==> config.mk <==
export PLATFORM = sky130hd
export DESIGN_NAME = sha256_stream_hasher
export DESIGN_NICKNAME = d
export VERILOG_FILES = /design/src/hdl/sha_pkg.sv /design/src/hdl/sha_ram.sv /design/src/hdl/sha_datapath.sv /design/src/hdl/sha_ctrl.sv /design/src/hdl/sha256_stream_hasher.sv
export SDC_FILE = /design/constraint.sdc
export NUM_CORES = 2
export LEC_CHECK = 0
export ABC_AREA = 1
export BUFFER_PORTS_ARGS = -buffer_cell sky130_fd_sc_hd__buf_4
export CAP_MARGIN = 25
export CORE_ASPECT_RATIO = 0.6
export CORE_MARGIN = 1
export CORE_UTILIZATION = 35
export CTS_CLUSTER_SIZE = 24
export DETAILED_ROUTE_END_ITERATION = 7
export PLACE_DENSITY = 0.58
export SETUP_SLACK_MARGIN = 0.15
export SLEW_MARGIN = 40
export SYNTH_ARGS = -nofsm -noshare
export SYNTH_HDL_FRONTEND = slang
export SYNTH_SLANG_ARGS = --single-unit
==> constraint.sdc <==
create_clock -name i_clk -period 14 [get_ports i_clk]
set_clock_uncertainty 0.15 [all_clocks]
set_input_delay 2.1 -clock i_clk [delete_from_list [all_inputs] [get_ports i_clk]]
set_output_delay 2.1 -clock i_clk [all_outputs]
set_load 0.01 [all_outputs]
==> src/hdl/sha_pkg.sv <==
// SHA-256 stream hasher package: constants, types and round functions.
`default_nettype none
package sha_pkg;
    localparam logic [1:0] OP_ABSORB = 2'd0;
    localparam logic [1:0] OP_DIGEST = 2'd1;
    localparam logic [1:0] OP_RESET  = 2'd2;

    localparam int BUF_DEPTH = 64;
    localparam int BUF_AW    = 6;
    localparam int CNT_W     = 61;
    localparam logic [7:0] PAD_BYTE = 8'h80;
    localparam logic [5:0] LEN_POS  = 6'd56;

    typedef logic [31:0] t_word;

    // command from controller to datapath
    typedef struct packed {
        logic       load_iv;      // chaining <= IV
        logic       clr_count;
        logic       buf_wr;       // write input byte to buffer, count it
        logic       blk_begin;    // load working vars from chaining or scratch, clear round index
        logic       src_work;     // blocks start from scratch hv instead of chaining
        logic       scr_from_ch;  // scratch hv <= chaining
        logic       fetch;        // read one buffer byte
        logic [BUF_AW-1:0] fetch_addr;
        logic       round;        // one compression round
        logic       fin_chain;    // add working vars into chaining
        logic       fin_scr;      // add working vars into scratch
        logic       pad_second;   // block being fed is the length-only block
        logic       out_load;     // present digest word
        logic [2:0] out_idx;
    } t_cmd;

    typedef struct packed {
        logic       full_next;    // this absorb completes a block
        logic       two_blocks;   // fill >= 56
    } t_sts;

    localparam t_word IV [8] = '{
        32'h6a09e667, 32'hbb67ae85, 32'h3c6ef372, 32'ha54ff53a,
        32'h510e527f, 32'h9b05688c, 32'h1f83d9ab, 32'h5be0cd19};

    localparam t_word K [64] = '{
        32'h428a2f98, 32'h71374491, 32'hb5c0fbcf, 32'he9b5dba5, 32'h3956c25b, 32'h59f111f1,
        32'h923f82a4, 32'hab1c5ed5, 32'hd807aa98, 32'h12835b01, 32'h243185be, 32'h550c7dc3,
        32'h72be5d74, 32'h80deb1fe, 32'h9bdc06a7, 32'hc19bf174, 32'he49b69c1, 32'hefbe4786,
        32'h0fc19dc6, 32'h240ca1cc, 32'h2de92c6f, 32'h4a7484aa, 32'h5cb0a9dc, 32'h76f988da,
        32'h983e5152, 32'ha831c66d, 32'hb00327c8, 32'hbf597fc7, 32'hc6e00bf3, 32'hd5a79147,
        32'h06ca6351, 32'h14292967, 32'h27b70a85, 32'h2e1b2138, 32'h4d2c6dfc, 32'h53380d13,
        32'h650a7354, 32'h766a0abb, 32'h81c2c92e, 32'h92722c85, 32'ha2bfe8a1, 32'ha81a664b,
        32'hc24b8b70, 32'hc76c51a3, 32'hd192e819, 32'hd6990624, 32'hf40e3585, 32'h106aa070,
        32'h19a4c116, 32'h1e376c08, 32'h2748774c, 32'h34b0bcb5, 32'h391c0cb3, 32'h4ed8aa4a,
        32'h5b9cca4f, 32'h682e6ff3, 32'h748f82ee, 32'h78a5636f, 32'h84c87814, 32'h8cc70208,
        32'h90befffa, 32'ha4506ceb, 32'hbef9a3f7, 32'hc67178f2};

    function automatic t_word rotr(input t_word x, input int n);
        rotr = (x >> n) | (x << (32 - n));
    endfunction
endpackage
`default_nettype wire

==> src/hdl/sha_ram.sv <==
// Generic single-port-write RAM with registered read.
`default_nettype none
module sha_ram #(
    parameter int WIDTH = 8,
    parameter int DEPTH = 64
) (
    input  wire logic                     i_clk,
    input  wire logic                     i_we,
    input  wire logic [$clog2(DEPTH)-1:0] i_waddr,
    input  wire logic [WIDTH-1:0]         i_wdata,
    input  wire logic [$clog2(DEPTH)-1:0] i_raddr,
    output logic      [WIDTH-1:0]         o_rdata
);
    logic [WIDTH-1:0] r_mem [DEPTH];
    always_ff @(posedge i_clk) begin
        if (i_we) r_mem[i_waddr] <= i_wdata;
        o_rdata <= r_mem[i_raddr];
    end
endmodule
`default_nettype wire

==> src/hdl/sha_datapath.sv <==
// SHA-256 datapath: byte buffer, message schedule, round unit, chaining words.
`default_nettype none
module sha_datapath (
    input  wire logic             i_clk,
    input  wire logic             i_rst_n,
    input  wire sha_pkg::t_cmd    i_cmd,
    input  wire logic [7:0]       i_data_byte,
    output sha_pkg::t_sts         o_sts,
    output logic [31:0]           o_digest_word
);
    logic [sha_pkg::CNT_W-1:0] r_count;
    sha_pkg::t_word r_ch  [8];
    sha_pkg::t_word r_scr [8];
    sha_pkg::t_word r_v   [8];
    sha_pkg::t_word r_w   [16];
    logic [5:0]  r_t;       // round index
    logic [31:0] r_acc;
    logic [5:0]  r_raddr_q;
    logic        r_rd_valid;
    logic [7:0]  rdata;
    logic [5:0]  raddr;
    logic [5:0]  fill;
    logic [7:0]  pad_b;
    logic [63:0] bits;
    sha_pkg::t_word wt, s0, s1, b0, b1, mj, ch, x1, x2, wnew;
    logic [2:0]  bi;

    assign fill  = r_count[5:0];
    assign bits  = {r_count, 3'b000};
    assign raddr = i_cmd.fetch_addr;
    assign o_sts.full_next  = (fill == 6'd63);
    assign o_sts.two_blocks = (fill >= sha_pkg::LEN_POS);

    sha_ram #(.WIDTH(8), .DEPTH(sha_pkg::BUF_DEPTH)) u_buf (
        .i_clk(i_clk), .i_we(i_cmd.buf_wr), .i_waddr(fill), .i_wdata(i_data_byte),
        .i_raddr(raddr), .o_rdata(rdata));

    // padded byte at the address read last cycle
    always_comb begin
        bi = 3'(r_raddr_q - sha_pkg::LEN_POS);
        if (i_cmd.pad_second) begin
            pad_b = 8'h00;
        end else if (r_raddr_q < fill) begin
            pad_b = rdata;
        end else if (r_raddr_q == fill) begin
            pad_b = sha_pkg::PAD_BYTE;
        end else begin
            pad_b = 8'h00;
        end
        if (!i_cmd.src_work) pad_b = rdata;
        if (i_cmd.src_work && r_raddr_q >= sha_pkg::LEN_POS
            && (i_cmd.pad_second || fill < sha_pkg::LEN_POS)) begin
            pad_b = bits[8*(7-bi) +: 8];
        end
    end

    always_comb begin
        wt   = r_w[0];
        s0   = sha_pkg::rotr(r_w[1], 7) ^ sha_pkg::rotr(r_w[1], 18) ^ (r_w[1] >> 3);
        s1   = sha_pkg::rotr(r_w[14], 17) ^ sha_pkg::rotr(r_w[14], 19) ^ (r_w[14] >> 10);
        wnew = r_w[0] + s0 + r_w[9] + s1;
        b0   = sha_pkg::rotr(r_v[0], 2) ^ sha_pkg::rotr(r_v[0], 13) ^ sha_pkg::rotr(r_v[0], 22);
        b1   = sha_pkg::rotr(r_v[4], 6) ^ sha_pkg::rotr(r_v[4], 11) ^ sha_pkg::rotr(r_v[4], 25);
        mj   = (r_v[0] & r_v[1]) ^ (r_v[0] & r_v[2]) ^ (r_v[1] & r_v[2]);
        ch   = (r_v[4] & r_v[5]) ^ (~r_v[4] & r_v[6]);
        x1   = r_v[7] + b1 + ch + sha_pkg::K[r_t] + wt;
        x2   = b0 + mj;
    end

    always_ff @(posedge i_clk) begin
        r_raddr_q  <= raddr;
        r_rd_valid <= i_cmd.fetch;
        if (!i_rst_n) begin
            r_count <= '0;
            r_t     <= '0;
            for (int i = 0; i < 8; i++) r_ch[i] <= sha_pkg::IV[i];
        end else begin
            if (i_cmd.load_iv) for (int i = 0; i < 8; i++) r_ch[i] <= sha_pkg::IV[i];
            if (i_cmd.clr_count) r_count <= '0;
            if (i_cmd.buf_wr) r_count <= r_count + 1'b1;
            if (i_cmd.scr_from_ch) for (int i = 0; i < 8; i++) r_scr[i] <= r_ch[i];
            if (i_cmd.blk_begin) begin
                r_t  <= '0;
                for (int i = 0; i < 8; i++) r_v[i] <= i_cmd.src_work ? r_scr[i] : r_ch[i];
            end
            // byte arrives in the cycle after its read address
            if (r_rd_valid) begin
                if (r_raddr_q[1:0] == 2'd3) begin
                    for (int i = 0; i < 15; i++) r_w[i] <= r_w[i+1];
                    r_w[15] <= {r_acc[23:0], pad_b};
                end else begin
                    r_acc <= {r_acc[23:0], pad_b};
                end
            end
            if (i_cmd.round) begin
                for (int i = 0; i < 15; i++) r_w[i] <= r_w[i+1];
                r_w[15] <= wnew;
                r_t  <= r_t + 1'b1;
                r_v[7] <= r_v[6]; r_v[6] <= r_v[5]; r_v[5] <= r_v[4];
                r_v[4] <= r_v[3] + x1;
                r_v[3] <= r_v[2]; r_v[2] <= r_v[1]; r_v[1] <= r_v[0];
                r_v[0] <= x1 + x2;
            end
            if (i_cmd.fin_chain) for (int i = 0; i < 8; i++) r_ch[i] <= r_ch[i] + r_v[i];
            if (i_cmd.fin_scr) for (int i = 0; i < 8; i++) r_scr[i] <= r_scr[i] + r_v[i];
        end
        if (i_cmd.out_load) o_digest_word <= r_scr[i_cmd.out_idx];
    end
endmodule
`default_nettype wire

==> src/hdl/sha_ctrl.sv <==
// SHA-256 controller: handshakes, block fetch, round count and digest sequencing.
`default_nettype none
module sha_ctrl (
    input  wire logic          i_clk,
    input  wire logic          i_rst_n,
    input  wire logic          i_valid,
    output logic               o_stall,
    input  wire logic [1:0]    i_operation,
    input  wire sha_pkg::t_sts i_sts,
    output sha_pkg::t_cmd      o_cmd,
    output logic               o_valid,
    input  wire logic          i_stall,
    output logic [2:0]         o_word_index,
    output logic               o_last_word
);
    localparam logic [2:0] S_IDLE  = 3'd0;
    localparam logic [2:0] S_FETCH = 3'd1;
    localparam logic [2:0] S_DRAIN = 3'd2;
    localparam logic [2:0] S_ROUND = 3'd3;
    localparam logic [2:0] S_FIN   = 3'd4;
    localparam logic [2:0] S_OUT   = 3'd5;

    logic [2:0] r_state, n_state;
    logic [5:0] r_cnt, n_cnt;
    logic       r_dig, n_dig;        // working on a digest
    logic       r_second, n_second;  // digest: length-only block pending/active
    logic       r_two, n_two;
    logic [2:0] r_oi, n_oi;
    logic       r_ov, n_ov;
    logic       acc;

    assign o_stall = (r_state != S_IDLE) || r_ov;
    assign acc     = i_valid && !o_stall;
    assign o_valid = r_ov;
    assign o_word_index = r_oi;
    assign o_last_word  = (r_oi == 3'd7);

    always_comb begin
        n_state = r_state; n_cnt = r_cnt; n_dig = r_dig; n_second = r_second;
        n_two = r_two; n_oi = r_oi; n_ov = r_ov;
        o_cmd = '0;
        o_cmd.src_work   = r_dig;
        o_cmd.pad_second = r_second;
        o_cmd.fetch_addr = r_cnt;
        case (r_state)
            S_IDLE: begin
                if (acc) begin
                    case (i_operation)
                        sha_pkg::OP_ABSORB: begin
                            o_cmd.buf_wr = 1'b1;
                            if (i_sts.full_next) begin
                                n_dig = 1'b0; n_second = 1'b0;
                                n_state = S_FETCH; n_cnt = '0;
                            end
                        end
                        sha_pkg::OP_DIGEST: begin
                            o_cmd.scr_from_ch = 1'b1;
                            n_dig = 1'b1; n_second = 1'b0; n_two = i_sts.two_blocks;
                            n_state = S_FETCH; n_cnt = '0;
                        end
                        sha_pkg::OP_RESET: begin
                            o_cmd.load_iv = 1'b1; o_cmd.clr_count = 1'b1;
                        end
                        default: ;
                    endcase
                end
            end
            S_FETCH: begin
                if (r_cnt == 6'd0) o_cmd.blk_begin = 1'b1;
                o_cmd.fetch = 1'b1;
                n_cnt = r_cnt + 1'b1;
                if (r_cnt == 6'd63) n_state = S_DRAIN;
            end
            S_DRAIN: begin
                n_state = S_ROUND; n_cnt = '0;
            end
            S_ROUND: begin
                o_cmd.round = 1'b1;
                n_cnt = r_cnt + 1'b1;
                if (r_cnt == 6'd63) n_state = S_FIN;
            end
            S_FIN: begin
                o_cmd.fin_chain = !r_dig;
                o_cmd.fin_scr   = r_dig;
                n_cnt = '0;
                if (r_dig && r_two && !r_second) begin
                    n_second = 1'b1; n_state = S_FETCH;
                end else if (r_dig) begin
                    n_state = S_OUT; n_oi = '0;
                end else begin
                    n_state = S_IDLE;
                end
            end
            S_OUT: begin
                if (!r_ov || !i_stall) begin
                    o_cmd.out_load = 1'b1;
                    o_cmd.out_idx  = r_cnt[2:0];
                    n_ov = 1'b1;
                    n_oi = r_cnt[2:0];
                    n_cnt = r_cnt + 1'b1;
                    if (r_cnt == 6'd7) begin
                        n_state = S_IDLE; n_dig = 1'b0;
                    end
                end
            end
            default: n_state = S_IDLE;
        endcase
        if (r_ov && !i_stall && !o_cmd.out_load) n_ov = 1'b0;
    end

    always_ff @(posedge i_clk) begin
        if (!i_rst_n) begin
            r_state <= S_IDLE; r_cnt <= '0; r_dig <= 1'b0; r_second <= 1'b0;
            r_two <= 1'b0; r_oi <= '0; r_ov <= 1'b0;
        end else begin
            r_state <= n_state; r_cnt <= n_cnt; r_dig <= n_dig; r_second <= n_second;
            r_two <= n_two; r_oi <= n_oi; r_ov <= n_ov;
        end
    end
endmodule
`default_nettype wire

==> src/hdl/sha256_stream_hasher.sv <==
// SHA-256 stream hasher top level.
// An absorb transfer writes one byte into the block buffer RAM; the one that
// completes a 64-byte block is followed by byte reads of the whole block from
// that RAM, a drain state, the compression rounds of the shared round unit and
// an add step before the next transfer is taken. A digest runs one or two
// such padded blocks (two when 56 or more bytes are pending) and then delivers
// eight word transfers, word 0 first. A reset transfer reloads the IV and clears the count.
`default_nettype none
module sha256_stream_hasher (
    input  wire logic        i_clk,
    input  wire logic        i_rst_n,
    input  wire logic        i_valid,
    output logic             o_stall,
    input  wire logic [1:0]  i_operation,
    input  wire logic [7:0]  i_data_byte,
    output logic             o_valid,
    input  wire logic        i_stall,
    output logic [31:0]      o_digest_word,
    output logic [2:0]       o_word_index,
    output logic             o_last_word
);
    sha_pkg::t_cmd cmd;
    sha_pkg::t_sts sts;

    sha_ctrl u_ctrl (
        .i_clk(i_clk), .i_rst_n(i_rst_n), .i_valid(i_valid), .o_stall(o_stall),
        .i_operation(i_operation), .i_sts(sts), .o_cmd(cmd), .o_valid(o_valid),
        .i_stall(i_stall), .o_word_index(o_word_index), .o_last_word(o_last_word));

    sha_datapath u_dp (
        .i_clk(i_clk), .i_rst_n(i_rst_n), .i_cmd(cmd), .i_data_byte(i_data_byte),
        .o_sts(sts), .o_digest_word(o_digest_word));
endmodule
`default_nettype wire

After elaboration in Yosys (flattened, before gate mapping)
Memories as Yosys holds them, arrays and structs flattened. A register that Yosys moved wholly into a read port is not among the register bits.
Index checks and enable logic that the tools add are counted.
{ "word_totals": {"regBits": 114, "ramBits": 1792, "mem_bits_ro": 2048, "inputBits": 14, "out_inout_bits": 38, "word_cells": 328, "memories": 6} }
{ "op_classes": {"n_addsub": 31, "order_cmp": 5, "n_eq_ne": 23, "n_shift": 1, "mux": 135, "n_bitwise": 78, "reduce_logical": 37} }
{ "memory_table": {"columns": ["name", "depth", "width", "rd", "rd_ports_with_merged_regs", "wr", "line", "text"], "rows": [
  ["(no name shown)", 64, 32, 1, 0, 0, "sha_datapath.sv:66", "x1 = r_v[7] + b1 + ch + sha_pkg::K[r_t] + wt;"],
  ["u_dp.r_w", 16, 32, 16, 0, 16, "sha_datapath.sv:15", "sha_pkg::t_word r_w [16];"],
  ["u_dp.u_buf.r_mem", 64, 8, 1, 1, 1, "sha_ram.sv:14", "logic [WIDTH-1:0] r_mem [DEPTH];"],
  ["u_dp.r_ch", 8, 32, 8, 0, 8, "sha_datapath.sv:12", "sha_pkg::t_word r_ch [8];"],
  ["u_dp.r_scr", 8, 32, 9, 1, 8, "sha_datapath.sv:13", "sha_pkg::t_word r_scr [8];"],
  ["u_dp.r_v", 8, 32, 8, 0, 8, "sha_datapath.sv:14", "sha_pkg::t_word r_v [8];"]
]} }
{ "op_table": {"columns": ["cell", "count"], "rows": [
  ["$mux W32", 58],
  ["$add A32 B32 Y32", 26],
  ["$xor A32 B32 Y32", 9],
  ["$and A32 B32 Y32", 5],
  ["$mux W61", 2],
  ["$shiftx A64 B33 Y8", 1],
  ["$add A61 B1 Y61 const B", 1],
  ["$or A1 B1 Y1", 48],
  ["$mux W8", 5],
  ["$mux W1", 39],
  ["$mux W3", 13],
  ["$not A32 Y32", 1],
  ["$or A10 B32 Y32", 1],
  ["$or A13 B32 Y32", 1],
  ["$or A14 B32 Y32", 1],
  ["$or A15 B32 Y32", 1],
  ["$or A19 B32 Y32", 1],
  ["$or A21 B32 Y32", 1],
  ["$or A25 B32 Y32", 1],
  ["$or A26 B32 Y32", 1],
  ["$or A30 B32 Y32", 1],
  ["$or A7 B32 Y32", 1],
  ["$xor A32 B22 Y32", 1],
  ["$xor A32 B29 Y32", 1],
  ["44 further kinds", 90]
]} }

Logic depth before layout (Yosys ltp)
{ "depth": {"word_depth": 11, "depth_mapped": 45, "depth_no_buf": 44} }

Cells and area by module
From an unflattened synthesis, not the netlist that was laid out.
{ "hier_totals": {"cells_unflattened": 14595, "hier_area_um2": 125326.4} }
{ "modules_own_cells": {"columns": ["mod", "instances", "cells_per_inst", "area_per_inst_um2", "seq_area_each_um2"], "rows": [
  ["sha_datapath", 1, 12593, 102878.7, 41279.6],
  ["sha_ram", 1, 1822, 21291.7, 15534.9],
  ["sha_ctrl", 1, 180, 1156.1, 320.3]
]} }

Worst setup path before layout
OpenSTA, ideal clock, no wires.
{ "synth_path": {"path_type": "in2reg", "startpoint": "in i_rst_n", "endpoint": "mem u_dp.r_w[0][0] in the netlist's numbering, enable pin", "setup_ns": 3.641, "arrival_ns": 11.513, "required_ns": 10.209, "slack_ns": -1.304, "cell_stages": 7, "n_path_buf": 3, "cell_sequence": "inv_1 buf_2 nor2_4 inv_2 clkbuf_1 clkbuf_1 nand2_1"} }
{ "synth_rtl": {"columns": ["element", "line", "text"], "rows": [
  ["start: declaration", "sha256_stream_hasher.sv:11", "input wire logic i_rst_n,"],
  ["end: declaration", "sha_datapath.sv:15", null]
]} }

==> metrics <==
run status=completed; Yosys reg bits=~1900; H-tree levels=4; sequential area share after synthesis=46.3%; count of cell types in the netlist=79; CP arrival=10730 ps; yosys warns=0; CP max-delay cell=dfxtp_1; area grow syn2layout=10.6%; drt initial violations=16700; Period minus WS final=10090 ps; Cells after Synth=14100; DR vias=109000; Post-DRT Antenna Nets=0; clock root cell=clkbuf_16; setup tns final=0 ps; Hold Vio Cnt, Final=0; Worst EP required=14630 ps; Largest delay share family, worst path=adder cells; WHS Endpoint=u_dp.r_w[0][255]$_DFFE_PP_; Die X=768 µm; reg2reg path depth=35; met1 usage=between 40% and 50%; CTS Buf Count=203; Routed Wire Length=553000 µm; post-CTS setup buffer count=0; Setup crit start kind=register; CTS tree=yes; max-slew violation count=0; Detail Placement HPWL=~430000 µm; hold crit path type=reg2reg; Synth Area per Inst=about 8.8 µm²; antenna violations before repair=44; Longest Clk Path Bufs=4; Post-synth EDFFs=1816; area of the core=around 350000 µm²; clk slew on worst S/H paths=70 ps; Peak VDD IR=0.623 mV; die area=355000 µm²; nets=14900; Power Total=approximately 39 mW; worst path buffer plus inverter count=10; Post-Synthesis Cell Area=123000 µm²; Hold Path Depth=0; pwr/cell area=288 nW/µm²; crit path max fanout=17; ys flop type=edfxtp_1; CTS resizes=0; drt via density=5.79; Worst R2R Start=u_dp.r_t[0]$_SDFFE_PN0P_; maxcap violations=0; total gr overflow=0; vias in the first global route=96200; Total Routing Usage GR=30.1%; Final Cycle Share=72.1%; relative slew slack=28.8%; RSZ-0062 raised after global routing=no; drt pass-1 iters=7; most used cell, CP=inv_1; area of the multi-input gates=around 60000 µm²; share of layout cells above drive strength 1=~5.6%; Max Fclk=around 99 MHz; most frequent cells in the layout=2886 x nand2_1, 1816 x edfxtp_1, 1472 x inv_1; # fillers=35500; Rows=168; max incr delay on CP=~800 ps; Crit. End Element=register; most common cell after layout, fill and taps aside=nand2_1; global-route wire length before repair=760000 µm; top-level port count=52; DRC Markers=0; GPL Wtd Cong=1.05; CTS sink count=1946; crit path kind=reg2reg; wire per inst=29.3 µm; register area=57100 µm²; worst-skew pair later-pin latency=950 ps; dpl cells=between 15000 and 20000; net count after synthesis=14900; Die H=462 µm; Initial Util=a little over a third; R2R setup slack=3910 ps; Layout Utilization=39.0%; hold wc startpoint=u_dp.r_w[1][31]$_DFFE_PP_; met2 Use GR=between 30% and 40%; final setup fails=0; Leak Pwr=53.0 nW; Buffers on Ports=51; GRT busiest layer=met1; largest net degree at the start of global routing=between 100 and 150; fraction of registers with async set/reset=0%; fin cells=18900; worst-margin pin slew=1060 ps; Critical R2R Capture=u_dp.r_v[0][18]$_DFFE_PP_; met3 Usage GRT=16.6%; Post-CTS Hold Buffers=0
[cell families (layout without fill, tap and decap cells)]
family / Yosys count / count (layout) / share of synthesized area [%]
AO/OA/AOI/OAI: 3345 / 3345 / 15.8
XOR/XNOR: 474 / 474 / 3.37
adder cells (fa/ha/maj): 852 / 852 / 9.88
buffers and inverters: 1980 / 2099 / 6.15
flip-flops: 1946 / 1946 / 46.3
multiplexers: 17 / 17 / 0.140
other: 0 / 17 / 0
AND/OR/NAND/NOR: 5451 / 5451 / 18.4
[report_power, final]
part	switching, mW	internal [mW]	total (mW)	leakage, nW
clock network	2.52	3.14	5.66	3.24
registers	0.800	6.97	7.77	17.2
logic	18.3	7.47	25.8	32.6
[stage by stage]
stage / setup WS, ps / hold WS (ps) / area [µm²]
finish: 3910 / 233 / 136000
global placement: 4150 / 250 / 129000
global route: 3320 / 238 / 136000
CTS: 4130 / 232 / 136000
floorplan: 3910 / 179 / 123000
detailed placement: 4190 / 255 / 129000
[worst max path at each step]
stage / slack (ps) / cells past startpoint / to / from
after floorplan: 3910 / 7 / u_dp.r_w[0][0]$_DFFE_PP_ / i_rst_n
after global placement: 4150 / 40 / u_dp.r_v[0][31]$_DFFE_PP_ / u_dp.r_t[0]$_SDFFE_PN0P_
after detailed placement: 4190 / 39 / u_dp.r_v[0][26]$_DFFE_PP_ / u_dp.r_t[0]$_SDFFE_PN0P_
after CTS: 4130 / 39 / u_dp.r_v[0][26]$_DFFE_PP_ / u_dp.r_t[0]$_SDFFE_PN0P_
after global routing: 3320 / 39 / u_dp.r_v[0][26]$_DFFE_PP_ / u_dp.r_t[0]$_SDFFE_PN0P_
final: 3910 / 35 / u_dp.r_v[0][18]$_DFFE_PP_ / u_dp.r_t[0]$_SDFFE_PN0P_
[sequential cells by signal (all words and copies together) (netlist names), 3 cells and up]
name,cells
u_dp.r_t,6
u_dp.u_buf.o_rdata,8
u_dp.r_scr,256
u_dp.u_buf.r_mem,512
u_dp.r_raddr_q,6
u_dp.r_ch,256
u_dp.r_acc,24
u_ctrl.r_state,3
u_dp.r_v,256
u_dp.r_count,61
u_ctrl.o_word_index,3
u_ctrl.r_cnt,6
u_dp.r_w,512
u_dp.o_digest_word,32
[metal layers]
layer	up-vias	part of all wire, %	wire (µm)
met1	53200	48	264000
met2	6614	33	180000
met3	521	18	98300
met5	-	0.23	1290
met4	22	1.7	9340
li1	48900	-	-
[worst register-to-register path, delay by kind of cell (launching register included)]
family | cells | cell delay [ps]
buffers and inverters | 10 | 1380
and+or+nand+nor | 9 | 1580
adders and majority gates | 8 | 3290
AOI/OAI and AO/OA | 6 | 2000
xor gates and xnor gates | 2 | 770
DFF | 1 | 790
[synth_stat cells (all sizes together), types with 10 or more instances]
master / number / area share [%]
buf: 138 / 0.54
mux2i: 15 / 0.12
nand4: 164 / 0.84
or2: 82 / 0.42
o22ai: 122 / 0.62
o21ai: 1242 / 5.0
nand3b: 58 / 0.35
a211oi: 39 / 0.24
o221a: 17 / 0.16
o31ai: 23 / 0.14
dfxtp: 130 / 2.1
o2111ai: 11 / 0.078
o311ai: 10 / 0.071
nor3: 173 / 0.72
edfxtp: 1816 / 44
o21a: 74 / 0.45
clkbuf: 339 / 1.0
a21oi: 967 / 3.9
a21o: 101 / 0.62
o21bai: 131 / 0.80
xnor2: 214 / 1.5
ha: 649 / 6.6
nand2: 2895 / 8.8
nor4: 50 / 0.25
nor2: 1430 / 4.5
o221ai: 89 / 0.63
a31oi: 284 / 1.4
inv: 1495 / 4.6
o211ai: 91 / 0.56
a221oi: 42 / 0.30
fa: 203 / 3.3
a21boi: 48 / 0.29
xor2: 260 / 1.8
nand3: 587 / 2.4
[cell type report]
class	instances	area share (%)
Tap cell	4675	4.29
Timing Repair Buffer	235	1.59
Inverter	1503	4.17
Antenna cell	17	0.0312
Clock inverter	111	0.875
Sequential cell	1946	41.9
Clock buffer	250	3.97
Multi-Input combinational cell	10100	43.2
Note: power is estimated with default switching activity, not from simulation.
